===== src/tde_pkg.sv =====
package tde_pkg;

  localparam int unsigned DictDepth = 1024;
  localparam int unsigned MaxGroup  = 16;
  localparam int unsigned CodeW     = $clog2(DictDepth);
  localparam int unsigned CntW      = $clog2(DictDepth + 1);
  localparam int unsigned SlotW     = $clog2(MaxGroup);
  localparam int unsigned FillW     = $clog2(MaxGroup + 1);
  localparam int unsigned AddrW     = CodeW + SlotW;
  localparam logic [31:0] PadWord   = 32'hFFFF_FFFF;

  typedef enum logic [0:0] {
    REQ_PUSH = 1'b0,
    REQ_READ = 1'b1
  } req_e;

  typedef enum logic [0:0] {
    CFG_GROUP_SIZE = 1'b0,
    CFG_CODE_LIMIT = 1'b1
  } cfg_idx_e;

  typedef struct packed {
    logic        req_type;
    logic [31:0] value;
    logic        last;
    logic [9:0]  read_code;
    logic [3:0]  read_slot;
  } in_item_t;

  typedef struct packed {
    logic [9:0]  code;
    logic [4:0]  value_count;
    logic        is_new;
    logic        overflow;
    logic [31:0] read_value;
  } out_item_t;

  typedef struct packed {
    logic [4:0] index;
    logic [9:0] data;
  } cfg_item_t;

  // tuple memory port
  typedef struct packed {
    logic             rd_en;
    logic [SlotW-1:0] rd_addr;
    logic             wr_en;
    logic [SlotW-1:0] wr_addr;
    logic [31:0]      wr_data;
  } tbuf_req_t;

  // dictionary memory port
  typedef struct packed {
    logic             rd_en;
    logic [AddrW-1:0] rd_addr;
    logic             wr_en;
    logic [AddrW-1:0] wr_addr;
    logic [31:0]      wr_data;
  } dict_req_t;

endpackage


===== src/tde_tuple_mem.sv =====
module tde_tuple_mem (
  input  logic               clk_i,
  input  tde_pkg::tbuf_req_t req_i,
  output logic [31:0]        rd_data_o
);
  logic [31:0] mem_q [tde_pkg::MaxGroup];

  always_ff @(posedge clk_i) begin
    if (req_i.wr_en) begin
      mem_q[req_i.wr_addr] <= req_i.wr_data;
    end
    if (req_i.rd_en) begin
      rd_data_o <= mem_q[req_i.rd_addr];
    end
  end
endmodule


===== config.mk =====
export PLATFORM = sky130hd
export DESIGN_NAME = tde_tuple_mem
export DESIGN_NICKNAME = d
export VERILOG_FILES = /design/src/tde_pkg.sv /design/src/tde_tuple_mem.sv
export SDC_FILE = /design/constraint.sdc
export NUM_CORES = 1
export LEC_CHECK = 0
export ABC_AREA = 1
export BUFFER_PORTS_ARGS = -buffer_cell sky130_fd_sc_hd__buf_2
export CORE_MARGIN = 5
export CORE_UTILIZATION = 42
export DETAILED_ROUTE_END_ITERATION = 8
export PLACE_DENSITY = 0.6
export SYNTH_ARGS = -nofsm -noshare
export SYNTH_HDL_FRONTEND = slang
export SYNTH_SLANG_ARGS = --single-unit

===== constraint.sdc =====
create_clock -name clk_i -period 4.6 [get_ports clk_i]
set_input_delay 0 -clock clk_i [delete_from_list [all_inputs] [get_ports clk_i]]
set_output_delay 0 -clock clk_i [all_outputs]
set_load 0.05 [all_outputs]

# Word level (Yosys, flattened, before mapping)
# Memory sizes are Yosys's and may differ from the RTL's. A register that Yosys moved wholly into a read port is not among the register bits.
# Cells that the tools add are included.
word_totals:
  wordCells: 3
  ff_bits: 0
  n_memories: 1
  input_bits: 43
  mem_bits_rw: 512
  out_inout_bits: 32
mem_list:
  columns: ["name", "depth", "width", "rd", "rd_clocked_by_memory_dff", "wr", "line", "source"]
  rows:
  - ["mem_q", 16, 32, 1, 1, 1, "tde_tuple_mem.sv:6", "logic [31:0] mem_q [tde_pkg::MaxGroup];"]
op_classes:
  mux: 2
op_table:
  columns: ["operator", "count"]
  rows:
  - ["$mux 1", 2]

# Longest topological paths before layout
# Gate-level depths: netlist (run 1).
logic_depth:
  ltp_word: 2
  ltp_mapped: 10

# Least setup slack after synthesis (run 1)
# No wires, ideal clock.
synth_path:
  kind: "input-to-reg"
  start: "input port req_i[34] (netlist name)"
  end: "memory mem_q[10][0] (enable)"
  setup_slack_ns: 2.607
  required_ns: 4.179
  arrival_time_ns: 1.572
  stages: 2
  n_path_buf: 0
  path_cell_list: "nand3b_1 nor2_1"
synth_lines:
  columns: ["item", "line", "source"]
  rows:
  - ["start, declared", "tde_tuple_mem.sv:3", "input tde_pkg::tbuf_req_t req_i,"]
  - ["end, declared", "tde_tuple_mem.sv:6", null]
# No word-level cell before the write port.

==> results.ini, run 1 <==
[outcome]
status = finished, final reports clean

[synthesis]
syn_nets = 2163
avgSynthCellArea_um2 = 10.9
synth_cells = 2120
yosys_warnings = 0
syn_area_um2 = 23100
synth-seq-cells = 544
ys_seq_area_share_pct = 70.9
synth_cell_types = 14

[grt]
grtUsageTotal_pct = 18.8
grt_pass1_vias = 14089
grt_pass1_wl_um = 85900
antenna_found_initial = 1
grt_remaining_overflow = 0
grt_max_degree = 163

[run]
drv_cap = 0

[critical_path]
cp.arrival_ns = 2.12
worstSetupStartpointType = input pin
crit_path_end_kind = flop
required_ns = 4.95
worstPathMaxFanout = 96
worstSetupPathType = in -> reg

[power]
peakVddDrop_v = 0.000300
total_power_mw = 10.6
power_leakage_nw = 10.9
power_density_nw_per_um2 = 408

[detailed_routing]
totalWireLength_um = 56600
drcViolationCount = 0
dr.pass1.iters = 5
antenna_left = 0
dr.first_iter.drc_count = 1293
wl_per_cell_um = 19.2
wl_met1_um = 25700
viasPerCell = 5.02
top_layer_used = met5
met3_length_um = 3460
vias = 14755
met2WireLength_um = 26300

[final_layout]
final_layout_size_suffix_gt1_share_pct = 8.46
fin_nets = 2250
area_delta_synth_final_pct = 12.7
fillers = 4880

[hold_path]
hp-class = in -> reg

[clocking]
cts_buffer_depth = 3
cts_buffers = 55
cts_setup_buffers = 0
holdBufCountCts = 32
cts-root-buf = clkbuf_16
cts_resized = 0
cts_tree = done
htree_levels = 2
clock-sinks = 544
worstSkewPairLatency_ns = 0.60
clk_pin_slew_worst_paths_ns = 0.06

[sta]
fmax_mhz = 564
rsz0062_at_grt = no
post-route-period-util_pct = 38.6
min_period_ns = 1.77
hold_viol_final = 0
finalClockSkew_ns = 0.0119
final_max_slew_viol_count = 0
tightest_slew_ns = 1.11
relSlewSlack_pct = 25.9
setup_viol = 0
tns_ns = 0

[floorplanning]
initial_core_util_pct = 42.6
die_area_um2 = 59700
die_y_um = 244
rows = 85
ios = 75
placeableCoreArea_um2 = 54100
fp.dieW_um = 244

[placed_design]
port_buffers = 74
gp_congestion = 0.764
dpl.hpwl_um = 28100

-- synthesized netlist by cell type --
library cell,count,area share [%]
inv_1,388,6.3
nand3b_1,2,0.065
buf_4,6,0.20
edfxtp_1,544,71
nand3_1,385,8.4
buf_6,29,1.4
buf_1,14,0.23
inv_4,1,0.027
inv_2,1,0.016
buf_12,1,0.087
buf_2,41,0.89
clkbuf_1,14,0.23
nand2_1,677,11
nor2_1,17,0.28
-- per-layer routing --
layer / global-route usage (%) / vias up
met3: 3.48 / 89
met1: 27.0 / 7165
met4: 4.61 / 2
li1: - / 7047
met5: 0 / -
met2: 30.0 / 452
-- cells by family after synthesis --
kind of cell	Yosys count	share of synthesized area [%]
flip-flops	544	70.9
AND/OR/NAND/NOR	1081	19.7
buffers and inverters	495	9.41
-- flip-flops by register name, indices dropped and copies added (netlist names) --
register / flops
mem_q: 512
rd_data_o: 32
-- final cells by class --
class | instances | area [µm²] | area share, %
Antenna cell | 1 | 2.50 | 0.00963
Clock buffer | 69 | 1470 | 5.66
Clock inverter | 26 | 213 | 0.819
Inverter | 390 | 1470 | 5.66
Multi-Input combinational cell | 1081 | 4670 | 18.0
Sequential cell | 544 | 16300 | 62.9
Tap cell | 696 | 871 | 3.35
Timing Repair Buffer | 135 | 945 | 3.64
-- final timing paths --
path                                from                       to  slack (ns)  cells after the start
hold reg to reg   mem_q[10][4]$_DFFE_PP_   rd_data_o[4]$_DFFE_PP_        0.73                      6
setup / recovery               req_i[37]   rd_data_o[8]$_DFFE_PP_        2.83                      8
setup reg to reg  mem_q[9][25]$_DFFE_PP_  rd_data_o[25]$_DFFE_PP_        3.38                      6
hold / removal                 req_i[38]   rd_data_o[5]$_DFFE_PP_        0.08                      5
-- per-stage QoR --
step | worst slack [ns] | hold WS, ns | std cells | area, µm² | util (%)
after floorplan | 2.61 | 0.0989 | 2120 | 23100 | -
after global placement | 2.28 | 0.388 | 2814 | 24000 | 44.3
after detailed placement | 2.26 | 0.390 | 2814 | 24000 | 44.3
after CTS | 2.89 | 0.0576 | 2941 | 26000 | 48.0
after global routing | 2.70 | 0.0853 | 2941 | 26000 | 48.0
final | 2.83 | 0.0811 | 2942 | 26000 | 48.0
-- placed cells by master, fill, tap and decap left out --
| cell | Yosys | layout |
|---|---|---|
| inv_2 | 1 | 2 |
| inv_6 | 0 | 1 |
| nor2_4 | 0 | 16 |
| nand3_1 | 385 | 385 |
| buf_4 | 6 | 28 |
| nor2_1 | 17 | 1 |
| bufinv_16 | 0 | 4 |
| inv_4 | 1 | 1 |
| nand3b_1 | 2 | 2 |
| buf_12 | 1 | 2 |
| clkbuf_8 | 0 | 1 |
| clkbuf_16 | 0 | 57 |
| edfxtp_1 | 544 | 544 |
| diode_2 | 0 | 1 |
| dlygate4sd3_1 | 0 | 32 |
| clkinv_2 | 0 | 5 |
| clkinvlp_4 | 0 | 1 |
| nand2_1 | 677 | 677 |
| clkinv_1 | 0 | 16 |
| inv_1 | 388 | 386 |
| buf_2 | 41 | 72 |
| clkbuf_1 | 14 | 12 |
-- power breakdown --
| part | switching (mW) | internal (mW) |
|---|---|---|
| Combinational | 0.536 | 0.183 |
| Clock | 1.80 | 2.46 |
| Sequential | 0.0304 | 5.58 |
| Total | 2.36 | 8.23 |
-- worst max-delay path, stage by stage --
cell	delay [ns]
clkbuf_8	0.32
inv_6	0.66
buf_4	0.48
nand2_1	0.14
nand3_1	0.10
nand3_1	0.08
nand3_1	0.11
nand2_1	0.08
Power figures use the tool's default switching activity.
==> inputs of run 2 (changes only) <==
==> constraint.sdc (replaced) <==
create_clock -name clk_i -period 1.7 [get_ports clk_i]
set_input_delay 0 -clock clk_i [delete_from_list [all_inputs] [get_ports clk_i]]
set_output_delay 0 -clock clk_i [all_outputs]
set_load 0.05 [all_outputs]
==> run 2 against run 1 <==
  * Non-clock buffer count increased by 34
  * Critical path type is now reg -> out
  * Die area unchanged
  * First-iteration DRC count increased by 5.7%
  * Routed wire length decreased by 2.5%
  * Combinational power increased to 2.9 times the previous value
  * Sequential share of layout area decreased by 1.8 points
  * Cell count increased by 1.4%
  * Hold slack got worse by 0.0022 ns
  * Clock power increased to 2.7 times the previous value
  * Global-route usage decreased by 0.47 points
  * Largest cell class unchanged
  * Via count about the same
==> results.ini, run 2 (synthesized netlist as in run 1, its figures left out) <==
[outcome]
status = finished, final reports clean

[sta]
finalClockSkew_ns = 0.0152
setup_viol = 0
min_period_ns = 1.32
rsz0062_at_grt = no
post-route-period-util_pct = 77.6
relSlewSlack_pct = 61.7
tightest_slew_ns = 0.575
fmax_mhz = 758
hold_viol_final = 0
final_max_slew_viol_count = 0

[grt]
grtUsageTotal_pct = 18.3
grt_pass1_wl_um = 84900
antenna_found_initial = 0
grt_remaining_overflow = 0
grt_max_degree = 70
grt_pass1_vias = 14282

[power]
p_sw_mw = 6.48
total_power_mw = 29.0
power_density_nw_per_um2 = 1080
p_int_mw = 22.5
peakVddDrop_v = 0.000741
clkPwrFrac_pct = 40.3
pwr-share-seq_pct = 52.5
swShare_pct = 22.4
comb_power_share_pct = 7.2
power_leakage_nw = 11.3

[critical_path]
timing.reg2reg.setup_slack_ns = 0.55
cp.arrival_ns = 1.32
cpLargestDelayFamily = flip-flops
cp_slowest_cell = edfxtp_1
path_buf_inv = 1
crit_path_max_incr_delay_ns = 0.43
worstSetupPathType = reg -> out
worstPathMaxFanout = 1
crit_path_end_kind = output port
r2r-end = rd_data_o[29]$_DFFE_PP_
reg2regPathDepth = 6
required_ns = 1.70
worstSetupStartpointType = flop
r2r-start = mem_q[9][29]$_DFFE_PP_
worstPathCellList = buf_2

[detailed_routing]
totalWireLength_um = 55200
wl_per_cell_um = 18.5
viasPerCell = 4.94
vias = 14742
antenna_left = 0
dr.first_iter.drc_count = 1367
dr.pass1.iters = 5
drcViolationCount = 0

[final_layout]
final_layout_size_suffix_gt1_share_pct = 9.97
max_flop_register = mem_q
stdcell_area_um2 = 26800
stdcell_count = 2983
reg.largest.list = mem_q x512, rd_data_o x32
final_cell_mix = nand2_1 (677), edfxtp_1 (544), inv_1 (386), nand3_1 (385), buf_2 (72)
layout.cells.most_common = nand2_1
num_antenna_cells = 0
fillers = 4711
largest_reg_flops = 512
fin_nets = 2284
area_delta_synth_final_pct = 16.1

[hold_path]
hp-class = in -> reg
hp-start = req_i[37]
hold_end = rd_data_o[5]$_DFFE_PP_
hold_depth = 6

[placed_design]
dpl.hpwl_um = 29400
place_area_um2 = 24700
port_buffers = 74
gp_congestion = 0.744
dpl.cell_count = 2846

[clocking]
htree_levels = 2
clock-sinks = 544
worstSkewPairLatency_ns = 0.59
cts_setup_buffers = 0
holdBufCountCts = 34
cts_tree = done
cts_buffers = 55
clk_pin_slew_worst_paths_ns = 0.06
cts-root-buf = clkbuf_16
cts_resized = 0
cts_buffer_depth = 3

[floorplanning]
die_area_um2 = 59700
placeableCoreArea_um2 = 54100
die_y_um = 244
fp.dieW_um = 244
rows = 85
initial_core_util_pct = 42.6
ios = 75

[run]
drv_cap = 0

## run 2: power by group through the flow
stage / Combinational, mW / Sequential, mW / Clock, mW
after floorplan: 1.03 / 15.7 / 0
after global placement: 2.02 / 15.5 / 0
after detailed placement: 2.04 / 15.5 / 0
after CTS: 2.11 / 15.2 / 11.9
after global routing: 2.30 / 15.2 / 12.5
final: 2.10 / 15.2 / 11.7
## run 2: cell type report
type                            count  area, µm²  share of cell area [%]
Inverter                          390       1470                    5.50
Multi-Input combinational cell   1081       4670                    17.4
Timing Repair Buffer              169       1680                    6.28
Tap cell                          696        871                    3.25
Clock inverter                     28        238                   0.888
Clock buffer                       75       1490                    5.58
Sequential cell                   544      16300                    61.1
## run 2: how the worst max path moves through the flow
stage | from | end | slack (ns) | cells past startpoint
after CTS | rd_data_o[8]$_DFFE_PP_ | rd_data_o[8] | 0.34 | 1
after global routing | rd_data_o[14]$_DFFE_PP_ | rd_data_o[14] | 0.35 | 1
after floorplan | req_i[34] | mem_q[10][0]$_DFFE_PP_ | -0.29 | 2
after detailed placement | req_i[36] | mem_q[15][19]$_DFFE_PP_ | 0.23 | 4
final | rd_data_o[10]$_DFFE_PP_ | rd_data_o[10] | 0.38 | 1
after global placement | req_i[37] | rd_data_o[18]$_DFFE_PP_ | 0.27 | 8
## run 2: through the flow
stage	setup WS (ns)	hold WS, ns	util, %	TNS [ns]
detailed placement	0.231	0.380	45.6	0
CTS	0.344	0.0452	49.4	0
global placement	0.266	0.380	45.6	0
finish	0.381	0.0789	49.4	0
floorplan	-0.293	0.0989	-	-93.55
global route	0.352	0.0854	49.4	0
## run 2: routing by layer
layer / part of all wire (%) / wire, µm / GRT usage (%) / vias up
li1: - / - / - / 7118
met1: 45 / 24800 / 25.4 / 7137
met2: 48 / 26400 / 31.0 / 420
met3: 5.8 / 3200 / 3.11 / 67
met4: 1.4 / 765 / 3.47 / 0
met5: 0 / 0 / 0 / -
