--- src/tde_pkg.sv ---
package tde_pkg;

  localparam int unsigned DictDepth = 1024;
  localparam int unsigned MaxGroup  = 16;
  localparam int unsigned CodeW     = $clog2(DictDepth);
  localparam int unsigned CntW      = $clog2(DictDepth + 1);
  localparam int unsigned SlotW     = $clog2(MaxGroup);
  localparam int unsigned FillW     = $clog2(MaxGroup + 1);
  localparam int unsigned AddrW     = CodeW + SlotW;
  localparam logic [31:0] PadWord   = 32'hFFFF_FFFF;

  typedef enum logic [0:0] {
    REQ_PUSH = 1'b0,
    REQ_READ = 1'b1
  } req_e;

  typedef enum logic [0:0] {
    CFG_GROUP_SIZE = 1'b0,
    CFG_CODE_LIMIT = 1'b1
  } cfg_idx_e;

  typedef struct packed {
    logic        req_type;
    logic [31:0] value;
    logic        last;
    logic [9:0]  read_code;
    logic [3:0]  read_slot;
  } in_item_t;

  typedef struct packed {
    logic [9:0]  code;
    logic [4:0]  value_count;
    logic        is_new;
    logic        overflow;
    logic [31:0] read_value;
  } out_item_t;

  typedef struct packed {
    logic [4:0] index;
    logic [9:0] data;
  } cfg_item_t;

  // tuple memory port
  typedef struct packed {
    logic             rd_en;
    logic [SlotW-1:0] rd_addr;
    logic             wr_en;
    logic [SlotW-1:0] wr_addr;
    logic [31:0]      wr_data;
  } tbuf_req_t;

  // dictionary memory port
  typedef struct packed {
    logic             rd_en;
    logic [AddrW-1:0] rd_addr;
    logic             wr_en;
    logic [AddrW-1:0] wr_addr;
    logic [31:0]      wr_data;
  } dict_req_t;

endpackage

--- src/tde_if.sv ---
interface tde_in_if;
  logic               valid;
  logic               ready;
  tde_pkg::in_item_t  data;
  modport source (output valid, output data, input ready);
  modport sink (input valid, input data, output ready);
endinterface

interface tde_out_if;
  logic               valid;
  logic               ready;
  tde_pkg::out_item_t data;
  modport source (output valid, output data, input ready);
  modport sink (input valid, input data, output ready);
endinterface

interface tde_cfg_if;
  logic               valid;
  logic               ready;
  tde_pkg::cfg_item_t data;
  modport source (output valid, output data, input ready);
  modport sink (input valid, input data, output ready);
endinterface

--- src/tde_ctrl.sv ---
module tde_ctrl (
  input  logic                clk_i,
  input  logic                rst_ni,
  tde_in_if.sink              in_if,
  tde_out_if.source           out_if,
  tde_cfg_if.sink             cfg_if,
  output tde_pkg::tbuf_req_t  tbuf_o,
  input  logic [31:0]         tbuf_rd_i,
  output tde_pkg::dict_req_t  dict_o,
  input  logic [31:0]         dict_rd_i,
  output logic                busy_o,
  output logic [tde_pkg::CntW-1:0] entry_cnt_o
);
  localparam int unsigned SlotW = tde_pkg::SlotW;
  localparam int unsigned CodeW = tde_pkg::CodeW;
  localparam int unsigned CntW  = tde_pkg::CntW;
  localparam int unsigned FillW = tde_pkg::FillW;

  typedef enum logic [2:0] {
    ST_IDLE,
    ST_READ,
    ST_CMP,
    ST_COPY,
    ST_OUT
  } state_e;

  state_e                 state_q;
  logic [4:0]             group_q;
  logic [9:0]             limit_q;
  logic [FillW-1:0]       fill_q;
  logic [CntW-1:0]        entry_q;
  logic [FillW-1:0]       grp_eff_q;
  logic [FillW-1:0]       count_q;
  logic [CntW-1:0]        ent_q;
  logic [FillW-1:0]       slot_q;
  logic                   rd_pend_q;
  logic [SlotW-1:0]       rd_slot_q;
  logic                   mism_q;
  tde_pkg::out_item_t     out_q;
  logic                   out_valid_q;

  logic [FillW-1:0] grp_eff;
  logic [FillW-1:0] fill_inc;
  logic             accept, complete;
  logic [31:0]      tword;

  assign grp_eff = (group_q == 5'd0) ? FillW'(1) :
                   (group_q > 5'(tde_pkg::MaxGroup)) ? FillW'(tde_pkg::MaxGroup) :
                   FillW'(group_q);
  assign fill_inc = (fill_q + FillW'(1) > FillW'(tde_pkg::MaxGroup)) ?
                    FillW'(tde_pkg::MaxGroup) : fill_q + FillW'(1);
  assign complete = (fill_inc >= grp_eff) || in_if.data.last;
  assign accept = in_if.valid && in_if.ready;
  assign in_if.ready = (state_q == ST_IDLE) && !out_valid_q;
  assign cfg_if.ready = 1'b1;
  assign out_if.valid = out_valid_q;
  assign out_if.data = out_q;
  assign busy_o = (state_q != ST_IDLE);
  assign entry_cnt_o = entry_q;

  // slots at or past the real count read as padding
  assign tword = (FillW'(rd_slot_q) >= count_q) ? tde_pkg::PadWord : tbuf_rd_i;

  always_comb begin
    tbuf_o = '0;
    dict_o = '0;
    if (accept && in_if.data.req_type == tde_pkg::REQ_PUSH) begin
      tbuf_o.wr_en   = 1'b1;
      tbuf_o.wr_addr = fill_q[SlotW-1:0];
      tbuf_o.wr_data = in_if.data.value;
    end
    if (accept && in_if.data.req_type == tde_pkg::REQ_READ) begin
      dict_o.rd_en   = 1'b1;
      dict_o.rd_addr = {in_if.data.read_code, in_if.data.read_slot};
    end
    if ((state_q == ST_CMP || state_q == ST_COPY) && slot_q < FillW'(tde_pkg::MaxGroup)) begin
      tbuf_o.rd_en   = 1'b1;
      tbuf_o.rd_addr = slot_q[SlotW-1:0];
      dict_o.rd_en   = (state_q == ST_CMP);
      dict_o.rd_addr = {ent_q[CodeW-1:0], slot_q[SlotW-1:0]};
    end
    if (state_q == ST_COPY && rd_pend_q) begin
      dict_o.wr_en   = 1'b1;
      dict_o.wr_addr = {entry_q[CodeW-1:0], rd_slot_q};
      dict_o.wr_data = tword;
    end
  end

  always_ff @(posedge clk_i or negedge rst_ni) begin
    if (!rst_ni) begin
      state_q     <= ST_IDLE;
      group_q     <= 5'd4;
      limit_q     <= 10'd1023;
      fill_q      <= '0;
      entry_q     <= '0;
      out_valid_q <= 1'b0;
      rd_pend_q   <= 1'b0;
      mism_q      <= 1'b0;
      grp_eff_q   <= '0;
      count_q     <= '0;
      ent_q       <= '0;
      slot_q      <= '0;
      rd_slot_q   <= '0;
      out_q       <= '0;
    end else begin
      if (cfg_if.valid) begin
        if (cfg_if.data.index == 5'(tde_pkg::CFG_GROUP_SIZE)) begin
          group_q <= cfg_if.data.data[4:0];
        end else if (cfg_if.data.index == 5'(tde_pkg::CFG_CODE_LIMIT)) begin
          limit_q <= cfg_if.data.data;
        end
      end
      if (out_valid_q && out_if.ready) begin
        out_valid_q <= 1'b0;
      end
      unique case (state_q)
        ST_IDLE: begin
          if (accept) begin
            if (in_if.data.req_type == tde_pkg::REQ_READ) begin
              out_q.code        <= in_if.data.read_code;
              out_q.value_count <= '0;
              out_q.is_new      <= 1'b0;
              out_q.overflow    <= !(CntW'(in_if.data.read_code) < entry_q);
              out_q.read_value  <= '0;
              state_q           <= ST_READ;
            end else if (complete) begin
              count_q   <= (fill_inc < grp_eff) ? fill_inc : grp_eff;
              grp_eff_q <= grp_eff;
              fill_q    <= '0;
              ent_q     <= '0;
              slot_q    <= '0;
              rd_pend_q <= 1'b0;
              mism_q    <= 1'b0;
              state_q   <= ST_CMP;
            end else begin
              fill_q <= fill_inc;
            end
          end
        end
        ST_READ: begin
          if (!out_q.overflow) begin
            out_q.read_value <= dict_rd_i;
          end
          out_valid_q <= 1'b1;
          state_q     <= ST_IDLE;
        end
        ST_CMP: begin
          // slot_q leads by one: data for rd_slot_q arrives now
          if (ent_q >= entry_q) begin
            out_q.value_count <= 5'(count_q);
            out_q.read_value  <= '0;
            if (entry_q > CntW'(limit_q) || entry_q >= CntW'(tde_pkg::DictDepth)) begin
              out_q.code     <= '0;
              out_q.is_new   <= 1'b0;
              out_q.overflow <= 1'b1;
              out_valid_q    <= 1'b1;
              state_q        <= ST_IDLE;
            end else begin
              slot_q    <= '0;
              rd_pend_q <= 1'b0;
              state_q   <= ST_COPY;
            end
          end else begin
            logic miss;
            logic done;
            miss = mism_q || (rd_pend_q && tword != dict_rd_i);
            done = rd_pend_q && (FillW'(rd_slot_q) + FillW'(1) >= grp_eff_q);
            if (done && !miss) begin
              out_q.code        <= ent_q[CodeW-1:0];
              out_q.value_count <= 5'(count_q);
              out_q.is_new      <= 1'b0;
              out_q.overflow    <= 1'b0;
              out_q.read_value  <= '0;
              out_valid_q       <= 1'b1;
              state_q           <= ST_IDLE;
            end else if (miss) begin
              ent_q     <= ent_q + CntW'(1);
              slot_q    <= '0;
              rd_pend_q <= 1'b0;
              mism_q    <= 1'b0;
            end else begin
              rd_pend_q <= (slot_q < grp_eff_q);
              rd_slot_q <= slot_q[SlotW-1:0];
              slot_q    <= (slot_q < grp_eff_q) ? slot_q + FillW'(1) : slot_q;
            end
          end
        end
        ST_COPY: begin
          if (slot_q < FillW'(tde_pkg::MaxGroup)) begin
            rd_pend_q <= 1'b1;
            rd_slot_q <= slot_q[SlotW-1:0];
            slot_q    <= slot_q + FillW'(1);
          end else begin
            rd_pend_q <= 1'b0;
          end
          if (rd_pend_q && rd_slot_q == SlotW'(tde_pkg::MaxGroup - 1)) begin
            out_q.code     <= entry_q[CodeW-1:0];
            out_q.is_new   <= 1'b1;
            out_q.overflow <= 1'b0;
            entry_q        <= entry_q + CntW'(1);
            out_valid_q    <= 1'b1;
            state_q        <= ST_IDLE;
          end
        end
        default: state_q <= ST_IDLE;
      endcase
    end
  end
endmodule

--- src/flat_wrapper.sv ---
// flat-port wrapper written by rule: the top's interface ports become plain ports
module tde_ctrl_flat 
  (clk_i, rst_ni, tbuf_o, tbuf_rd_i, dict_o, dict_rd_i, busy_o, entry_cnt_o, in_if_valid, in_if_data, in_if_ready, out_if_valid, out_if_data, out_if_ready, cfg_if_valid, cfg_if_data, cfg_if_ready);
  tde_in_if in_if_i ();
  tde_out_if out_if_i ();
  tde_cfg_if cfg_if_i ();
  input  logic clk_i;
  input  logic rst_ni;
  output tde_pkg::tbuf_req_t tbuf_o;
  input  logic [31:0] tbuf_rd_i;
  output tde_pkg::dict_req_t dict_o;
  input  logic [31:0] dict_rd_i;
  output logic busy_o;
  output logic [tde_pkg::CntW-1:0] entry_cnt_o;
  input wire logic [$bits(in_if_i.valid)-1:0] in_if_valid;
  input wire logic [$bits(in_if_i.data)-1:0] in_if_data;
  output wire logic [$bits(in_if_i.ready)-1:0] in_if_ready;
  output wire logic [$bits(out_if_i.valid)-1:0] out_if_valid;
  output wire logic [$bits(out_if_i.data)-1:0] out_if_data;
  input wire logic [$bits(out_if_i.ready)-1:0] out_if_ready;
  input wire logic [$bits(cfg_if_i.valid)-1:0] cfg_if_valid;
  input wire logic [$bits(cfg_if_i.data)-1:0] cfg_if_data;
  output wire logic [$bits(cfg_if_i.ready)-1:0] cfg_if_ready;
  assign in_if_i.valid = in_if_valid;
  assign in_if_i.data = in_if_data;
  assign in_if_ready = in_if_i.ready;
  assign out_if_valid = out_if_i.valid;
  assign out_if_data = out_if_i.data;
  assign out_if_i.ready = out_if_ready;
  assign cfg_if_i.valid = cfg_if_valid;
  assign cfg_if_i.data = cfg_if_data;
  assign cfg_if_ready = cfg_if_i.ready;
  tde_ctrl u_core (.clk_i(clk_i), .rst_ni(rst_ni), .in_if(in_if_i), .out_if(out_if_i), .cfg_if(cfg_if_i), .tbuf_o(tbuf_o), .tbuf_rd_i(tbuf_rd_i), .dict_o(dict_o), .dict_rd_i(dict_rd_i), .busy_o(busy_o), .entry_cnt_o(entry_cnt_o));
endmodule
--- config.mk ---
export PLATFORM = sky130hd
export DESIGN_NAME = tde_ctrl_flat
export DESIGN_NICKNAME = d
export VERILOG_FILES = /design/src/tde_pkg.sv /design/src/tde_if.sv /design/src/tde_ctrl.sv /design/src/flat_wrapper.sv
export SDC_FILE = /design/constraint.sdc
export NUM_CORES = 1
export LEC_CHECK = 0
export BUFFER_PORTS_ARGS = -buffer_cell sky130_fd_sc_hd__buf_2
export CAP_MARGIN = 10
export CORE_MARGIN = 3
export CORE_UTILIZATION = 30
export CTS_CLUSTER_DIAMETER = 60
export DETAILED_ROUTE_END_ITERATION = 10
export PLACE_DENSITY_LB_ADDON = 0.1
export SYNTH_ARGS = -nofsm -noshare
export SYNTH_HDL_FRONTEND = slang
export SYNTH_SLANG_ARGS = --single-unit
export TNS_END_PERCENT = 10
--- constraint.sdc ---
create_clock -name clk_i -period 3.35 [get_ports clk_i]
set_clock_uncertainty 0.1 [all_clocks]
set_input_delay 0.335 -clock clk_i [delete_from_list [all_inputs] [get_ports clk_i]]
set_output_delay 0.335 -clock clk_i [all_outputs]
set_load 0.01 [all_outputs]
# Word-level counts from Yosys, hierarchy flattened
# Index checks and enable logic that the tools add are counted.
op_classes:
  reduce_logical: 39
  order_cmp: 12
  eq_ne: 23
  addsub: 5
  bitwise: 2
  mux: 73
op_table:
  columns: ["op", "n"]
  rows:
  - ["$mux W49", 4]
  - ["$pmux W32 S3", 1]
  - ["$mux W5", 15]
  - ["$mux W11", 6]
  - ["$mux W32", 2]
  - ["$mux W47", 1]
  - ["$mux W37", 1]
  - ["$ne A32 B32 Y1", 1]
  - ["$mux W15", 2]
  - ["$pmux W10 S3", 1]
  - ["$add A11 B1 Y11 const B", 2]
  - ["$pmux W11 S2", 1]
  - ["$mux W10", 2]
  - ["$mux W3", 6]
  - ["$ne A2 B2 Y1 const B", 9]
  - ["$mux W1", 16]
  - ["$mux W4", 4]
  - ["$pmux W5 S3", 1]
  - ["$ne A3 B3 Y1 const B", 4]
  - ["$reduce_and A4 Y1", 3]
  - ["$reduce_and A6 Y1", 2]
  - ["$ge A11 B11 Y1", 1]
  - ["$ge A11 B11 Y1 const B", 1]
  - ["$gt A11 B10 Y1", 1]
  - ["35 further kinds", 67]
totals:
  word_cells: 172
  output_inout_bits: 168
  in_bits: 132
  register_bits: 116

# Depth between registers and ports, before layout
# Gate-level depths: netlist of run 1.
logic_depth:
  word_depth: 10
  mapped_depth: 14
  mapped_depth_nobuf: 14

# Worst setup path before layout of run 1
# Ideal clock, no wire load.
synth_path:
  path_type: "register to register"
  startpoint: "register u_core.fill_q[0]"
  endpoint: "register u_core.slot_q[2]"
  stages_incl_launch_ff: 14
  t_arrival_ns: 3.146
  setup_ns: 0.090
  period_less_slack_ns: 3.337
  setup_slack_ns: 0.013
  path_buffers: 0
  cell_sequence: "dfrtp_1 > ha_1 > nand3_1 > xnor2_1 > nor2_1 > inv_1 > ha_1 > and3_1 > a311oi_1 > a21oi_1 > or4_1 > a211o_1 > and2_1 > o221ai_1"
synth_between:
  elab_chain_cells: 7
synth_rtl:
  columns: ["element", "line", "rtl"]
  rows:
  - ["from (decl)", "tde_ctrl.sv:30", "logic [FillW-1:0] fill_q;"]
  - ["from (signal assigned)", "tde_ctrl.sv:136", "fill_q <= fill_inc;"]
  - ["$add A5 B1 Y5 *", "tde_ctrl.sv:50, tde_ctrl.sv:51", null]
  - ["$gt A5 B5 Y1", "tde_ctrl.sv:50", "assign fill_inc = (fill_q + FillW'(1) > FillW'(tde_pkg::MaxGroup)) ?"]
  - ["$mux W5 *", "tde_ctrl.sv:50", null]
  - ["$ge A5 B5 Y1 *", "tde_ctrl.sv:52", "assign complete = (fill_inc >= grp_eff) || in_if.data.last;"]
  - ["$logic_or A1 B1 Y1 *", "tde_ctrl.sv:52", null]
  - ["$ne A2 B1 Y1 (no line) *", null, null]
  - ["$reduce_and A8 Y1 (no line) *", null, null]
  - ["to (signal assigned)", "tde_ctrl.sv:184", "slot_q <= (slot_q < grp_eff_q) ? slot_q + FillW'(1) : slot_q;"]
  - ["to (signal assigned)", "tde_ctrl.sv:192", "slot_q <= slot_q + FillW'(1);"]
  - ["to (decl)", "tde_ctrl.sv:35", "logic [FillW-1:0] slot_q;"]
# Every way passes the cells marked *; elsewhere a longest branch is shown, timed or not.
# A chain may end at the register's enable or synchronous reset.

# Worst setup path in the final report of run 1
layout_path:
  startpoint: "register u_core.limit_q[8]"
  endpoint: "register u_core.out_q, in the netlist u_core.out_if.data[47]"
layout_between:
  elab_chain_cells: 4
layout_rtl:
  columns: ["element", "line", "rtl"]
  rows:
  - ["from (decl)", "tde_ctrl.sv:29", "logic [9:0] limit_q;"]
  - ["from (signal assigned)", "tde_ctrl.sv:110", "limit_q <= cfg_if.data.data;"]
  - ["$gt A11 B10 Y1", "tde_ctrl.sv:152", "if (entry_q > CntW'(limit_q) || entry_q >= CntW'(tde_pkg::DictDepth)) begin"]
  - ["$logic_or A1 B1 Y1", "tde_ctrl.sv:152", null]
  - ["$ne A3 B3 Y1 (no line)", null, null]
  - ["$reduce_and A6 Y1 (no line)", null, null]
  - ["to (decl)", "tde_ctrl.sv:39", "tde_pkg::out_item_t out_q;"]
# Every way passes these cells.

==> reports/metrics.cfg, run 1 <==
[status]
status = finished, final reports clean

[layout]
fin_util = 0.431
nNetsFinal = 1373
area_growth_pct = 39.7
diodes = 0
layout_commonest_cell = buf_2
final_cell_mix = buf_2, dfrtp_1, buf_4
layoutNonFillerInstCount = 1531
drive_above_1_share = 0.394

[floorplanning]
fp.dieH_um = 168
chipWidth_um = 168
coreArea_um2 = 25400
rows = 58
start_util = 0.308
die_area_um2 = 28100
io_pins = 300

[setup_path]
critPathArrivalTime_ns = 3.44
reg2regPathDepth = 10
cp-start-kind = flop
path_class = reg2reg
cp.depth = 10
max_stage_delay_ns = 0.72
path_delay_family = simple AND/OR/NAND/NOR gates
cp.buffers_inverters = 2
critical_path_required_ns = 3.55
worstPathCellList = inv_1, ha_1, a21o_1, a211o_1, or4b_2, a211oi_2, nor2b_1, o311ai_4, buf_12, mux2_4
critical_path.endpoint_type = flop
cp_max_fo = 7
critical_path.slowest_cell = or4b_2

[drt]
num_vias = 7824
drt_first_iter_violations = 487
drt_wl_total_um = 28900
viasPerCell = 5.11
drt_pass1_iterations = 5
drc = 0
wl_per_cell_um = 18.9
drtAntennaViolNets = 0

[power]
ir_worst_vdd_mv = 0.296
p_leak_uw = 0.00590
powerDensity_nw_per_um2 = 357

[placed_design]
hpwl_um = 22600
portBuffers = 298
dp_cells = 1494
gp_congestion = 0.852

[sta]
fin_crit_sh = 0.967
maxSlewHeadroom = 0.553
worst_slew_pin_slew_ns = 0.665
slew_viol_final = 0
fmax_mhz = 309
setup_tns_ns = 0
setup_viol = 0
rsz0062_at_grt = yes
period_minus_slack_ns = 3.24
hold_viol = 0

[yosys]
ys_seq_area_frac = 0.366
synth_top_family_by_area = compound AO/OA/AOI/OAI gates
synth_cell_types = 71
ys.flop_type = dfrtp_1
synth_fa_ha_area_frac = 0.0847
synthesis.nets = 1026
syn_area_um2 = 7830
synth-edff-count = 0
ys_seq_elements = 114
synth_compound_area_frac = 0.224
synth_simple_gate_area_frac = 0.193
yosysWarnings = 0
synth_xor_area_frac = 0.0201
muxShareOfSynthArea = 0.0587
syn_avg_cell_area_um2 = 9.31
syn_inst = 841
postSynth.asyncResetShare = 1.00

[clock_network]
clock-root-buffer = clkbuf_16
cts_buffers = 17
htreeDepth = 4
clk_path_buf_depth = 2
clkSinkCount = 114
path_clk_slew_ns = 0.05
cts_tree = yes
insertion_delay_ns = 0.41

[min_path]
whs_path_depth = 2
hold_path.class = in2reg

[global_routing]
grt-ovfl-total = 0
grt_antenna_before_repair = 1
grtUsageTotal = 0.201
first_global_vias = 7750
grt_max_degree = 52
grt_pass1_wl_um = 44600

[job]
cap_violations = 0

-- logic make-up after synthesis --
kind of cell             Yosys count
flip-flops                       114
multiplexers                      39
AND/OR/NAND/NOR                  285
XOR/XNOR                          18
adder cells (fa/ha/maj)           53
other                              1
AO/OA/AOI/OAI                    229
buffers and inverters            102
-- worst paths after layout --
| check | start | endpoint | slack [ns] |
|---|---|---|---|
| setup reg to reg | u_core.limit_q[8] | u_core.out_if.data[47] | 0.11 |
| hold / removal | cfg_if_data[5] | u_core.limit_q[5] | 0.06 |
| min in group asynchronous | rst_ni | u_core.out_if.data[43] | 0.37 |
| max in group asynchronous | rst_ni | u_core.out_if.data[1] | 2.02 |
| hold reg to reg | u_core.grp_eff_q[3] | u_core.grp_eff_q[3] | 0.38 |
| setup / recovery | u_core.limit_q[8] | u_core.out_if.data[47] | 0.11 |
-- cell type report --
type                       count  area [um^2]
fill                        2558        14500
multi-input combinational    625         4680
sequential                   114         2870
timing repair buffer         370         2090
clock buffer                  22          474
tap                          330          413
inverter                      60          225
clock inverter                10          179
-- per-layer routing --
metal  vias up  part of all wire  global-route usage
li1       3751                 -                   -
met1      3734              0.45               0.272
met2       305              0.47               0.334
met3        32             0.064              0.0375
met4         2             0.014              0.0459
met5         -           0.00045                   0
-- where the power goes --
part / switching [uW] / leakage (uW) / total [uW] / internal, uW
sequential: 22.1 / 0.00149 / 1450 / 1430
clock: 657 / 0.000324 / 2030 / 1380
combinational: 235 / 0.00408 / 423 / 188
-- sequential cells by signal, indices dropped and copies added, names as in the netlist --
signal and count:
u_core.ent_q 11, u_core.group_q 5, u_core.entry_cnt_o 11, u_core.rd_pend_q 1, u_core.limit_q 10, u_core.slot_q 5, u_core.count_q 5, u_core.rd_slot_q 4
u_core.state_q 2, u_core.out_if.valid 1, u_core.fill_q 5, u_core.grp_eff_q 5, u_core.out_if.data 49
-- cells in the mapped netlist, types with 3 or more instances --
library cell	count	area, um^2
a2111o_1	3	33.8
a2111oi_0	3	26.3
a211o_1	5	43.8
a211oi_1	7	52.6
a21o_1	15	113
a21oi_1	34	170
a22o_1	43	377
and2_1	55	344
and3_1	14	87.6
buf_1	3	11.3
buf_2	7	35.0
clkbuf_1	29	109
dfrtp_1	103	2580
dfstp_2	11	289
ha_1	53	663
inv_1	60	225
mux2_2	23	259
mux2_4	8	120
mux2i_1	8	80.1
nand2_1	62	233
nand2b_1	23	144
nand3_1	16	80.1
nand4_1	17	106
nor2_1	43	161
nor2b_1	19	119
nor3_1	11	55.1
nor4_1	7	43.8
o2111ai_1	6	52.6
o211ai_1	12	90.1
o21a_1	33	248
o21ai_0	27	135
o221ai_1	3	26.3
o22ai_1	6	37.5
o311ai_0	3	26.3
or4_1	9	67.6
xnor2_1	13	114
xor2_1	5	43.8
-- repair_timing --
item | CTS | global route
endpoints found under the hold margin | 41 | 0
buffers inserted | 2 | 2
gates resized for setup | 1 | 28
hold buffers | 1 | 0
pin swaps | 1 | 6
endpoints found under the setup margin | 13 | 59
-- through the flow --
| stage | worst slack, ns | hold slack, ns | total power, uW | area (um^2) |
|---|---|---|---|---|
| 2_1_floorplan | 0.0133 | -0.0606 | 1670 | 7830 |
| 3_3_place_gp | -0.0208 | 0.288 | 1890 | 10100 |
| 3_5_place_dp | -0.0965 | 0.280 | 1890 | 10100 |
| 4_1_cts | 0.00494 | 0.0424 | 3940 | 10800 |
| 5_1_grt | -0.0111 | 0.0578 | 4060 | 10900 |
| 6_report | 0.111 | 0.0569 | 3910 | 10900 |
(Power assumes the default switching activity.)
==> run 2, diff against run 1 <==
--- a/config.mk
+++ b/config.mk
@@ -11,7 +11,7 @@
 export CORE_UTILIZATION = 30
 export CTS_CLUSTER_DIAMETER = 60
 export DETAILED_ROUTE_END_ITERATION = 10
-export PLACE_DENSITY_LB_ADDON = 0.1
+export PLACE_DENSITY = 0.57
 export SYNTH_ARGS = -nofsm -noshare
 export SYNTH_HDL_FRONTEND = slang
 export SYNTH_SLANG_ARGS = --single-unit
==> constraint.sdc (replaced) <==
create_clock -name clk_i -period 2.61 [get_ports clk_i]
set_clock_uncertainty 0.1 [all_clocks]
set_input_delay 0.261 -clock clk_i [delete_from_list [all_inputs] [get_ports clk_i]]
set_output_delay 0.261 -clock clk_i [all_outputs]
set_load 0.01 [all_outputs]
==> reports/metrics.cfg, run 2 (synthesis gave the netlist of run 1 again) <==
[status]
status = finished, violations left
violations = setup timing

[setup_path]
critical_path_required_ns = 2.80
cp-start-kind = flop
path_class = reg2reg
critPathArrivalTime_ns = 3.39
critical_path.endpoint_type = flop
cp_max_fo = 3

[clock_network]
clock-root-buffer = clkbuf_16
clk_path_buf_depth = 2
cts_buffers = 17
insertion_delay_ns = 0.42
htreeDepth = 4
clkSinkCount = 114
cts_tree = yes
path_clk_slew_ns = 0.06

[drt]
drt_first_iter_violations = 574
num_vias = 8472
drc = 0
drtAntennaViolNets = 0
drt_pass1_iterations = 5
wl_per_cell_um = 18.7
viasPerCell = 5.06
drt_wl_total_um = 31200

[sta]
period_minus_slack_ns = 3.20
fmax_mhz = 312
setup_viol = 114
hold_viol = 0
slew_viol_final = 0
setup_tns_ns = -39.71
fin_crit_sh = 1.23
finalWorstSetupSlack_ns = -0.590
rsz0062_at_grt = yes
worst_slew_pin_slew_ns = 0.830
maxSlewHeadroom = 0.441

[power]
p_leak_uw = 0.00658
powerDensity_nw_per_um2 = 401
ir_worst_vdd_mv = 0.380

[floorplanning]
start_util = 0.308
rows = 58
coreArea_um2 = 25400
die_area_um2 = 28100
io_pins = 300
fp.dieH_um = 168
chipWidth_um = 168

[layout]
final_area_um2 = 12200
layout_commonest_cell = buf_2
nFillCells = 2433
drive_above_1_share = 0.457
nNetsFinal = 1515
layoutNonFillerInstCount = 1673
final_cell_mix = buf_2, buf_4, dfrtp_1
area_growth_pct = 55.8
fin_util = 0.480
largest_reg_flops = 49

[placed_design]
portBuffers = 298
placed_cell_area_um2 = 11000
gp_congestion = 0.912
dp_cells = 1613
hpwl_um = 24100

[global_routing]
grt_pass1_wl_um = 47500
grt_antenna_before_repair = 3
first_global_vias = 8579
grt_max_degree = 48
grtUsageTotal = 0.215
grt-ovfl-total = 0

[min_path]
hold_path.class = in2reg

[job]
cap_violations = 0

## run 2: changes by cell type in the layout (fill, tap and decap cells not counted), moves of 3 or more
cell           delta
buf_4           +114
o21ai_0           -3
clkinvlp_4        +4
buf_6            +14
o21ai_1           +3
dlygate4sd3_1     +9
bufinv_16         -3
buf_12            +3
## run 2: timing repair
action,CTS,global route
gates resized for setup,38,25
endpoints found under the setup margin,101,152
pin swaps,17,6
endpoints found under the hold margin,50,0
hold buffers,10,0
gates cloned,1,0
buffers inserted,14,3
## run 2: final timing paths
path | startpoint | to | slack [ns] | cells past startpoint
hold / removal | cfg_if_data[1] | u_core.group_q[1] | 0.02 | 2
min in group asynchronous | rst_ni | u_core.out_if.data[28] | 0.32 | 2
max in group asynchronous | rst_ni | u_core.ent_q[1] | 1.37 | 3
hold reg to reg | u_core.grp_eff_q[3] | u_core.grp_eff_q[3] | 0.39 | 2
setup reg to reg | u_core.fill_q[0] | u_core.slot_q[4] | -0.59 | 13
setup / recovery | u_core.fill_q[0] | u_core.slot_q[4] | -0.59 | 13
## run 2: layer usage
| metal | track usage | wire, um |
|---|---|---|
| met1 | 0.260 | 12800 |
| met2 | 0.374 | 15200 |
| met3 | 0.0444 | 2170 |
| met4 | 0.0840 | 1020 |
| met5 | 0 | 21 |
## run 2: cell type report
cell class | instances | area [um^2] | area share
multi-input combinational | 626 | 4830 | 0.396
sequential | 114 | 2870 | 0.235
tap | 330 | 413 | 0.0339
inverter | 60 | 225 | 0.0185
clock inverter | 10 | 110 | 0.00903
antenna | 1 | 2.50 | 0.000205
timing repair buffer | 511 | 3280 | 0.269
clock buffer | 21 | 460 | 0.0378
## run 2: power breakdown
group | switching (uW) | internal [uW] | total [uW]
logic | 357 | 373 | 730
clock network | 860 | 1440 | 2300
registers | 23.4 | 1840 | 1860
total | 1240 | 3650 | 4890
## run 2: per-stage QoR
step / hold WS, ns / power, uW / worst slack, ns
2_1_floorplan: -0.135 / 2150 / -0.502
3_3_place_gp: 0.220 / 2540 / -0.645
3_5_place_dp: 0.227 / 2550 / -0.691
4_1_cts: 0.00247 / 4920 / -0.527
5_1_grt: 0.0201 / 5090 / -0.690
6_report: 0.0167 / 4890 / -0.590
## run 2: worst max-delay path, stage by stage (launching register included)
cell,delay (ns)
dfrtp_1,0.41
ha_4,0.19
nand3_4,0.10
o21ai_1,0.08
a21oi_1,0.24
ha_1,0.30
and3_4,0.20
a311oi_4,0.25
a21oi_2,0.12
or4_4,0.43
a211o_1,0.32
buf_4,0.16
nand4_1,0.08
o211ai_1,0.09
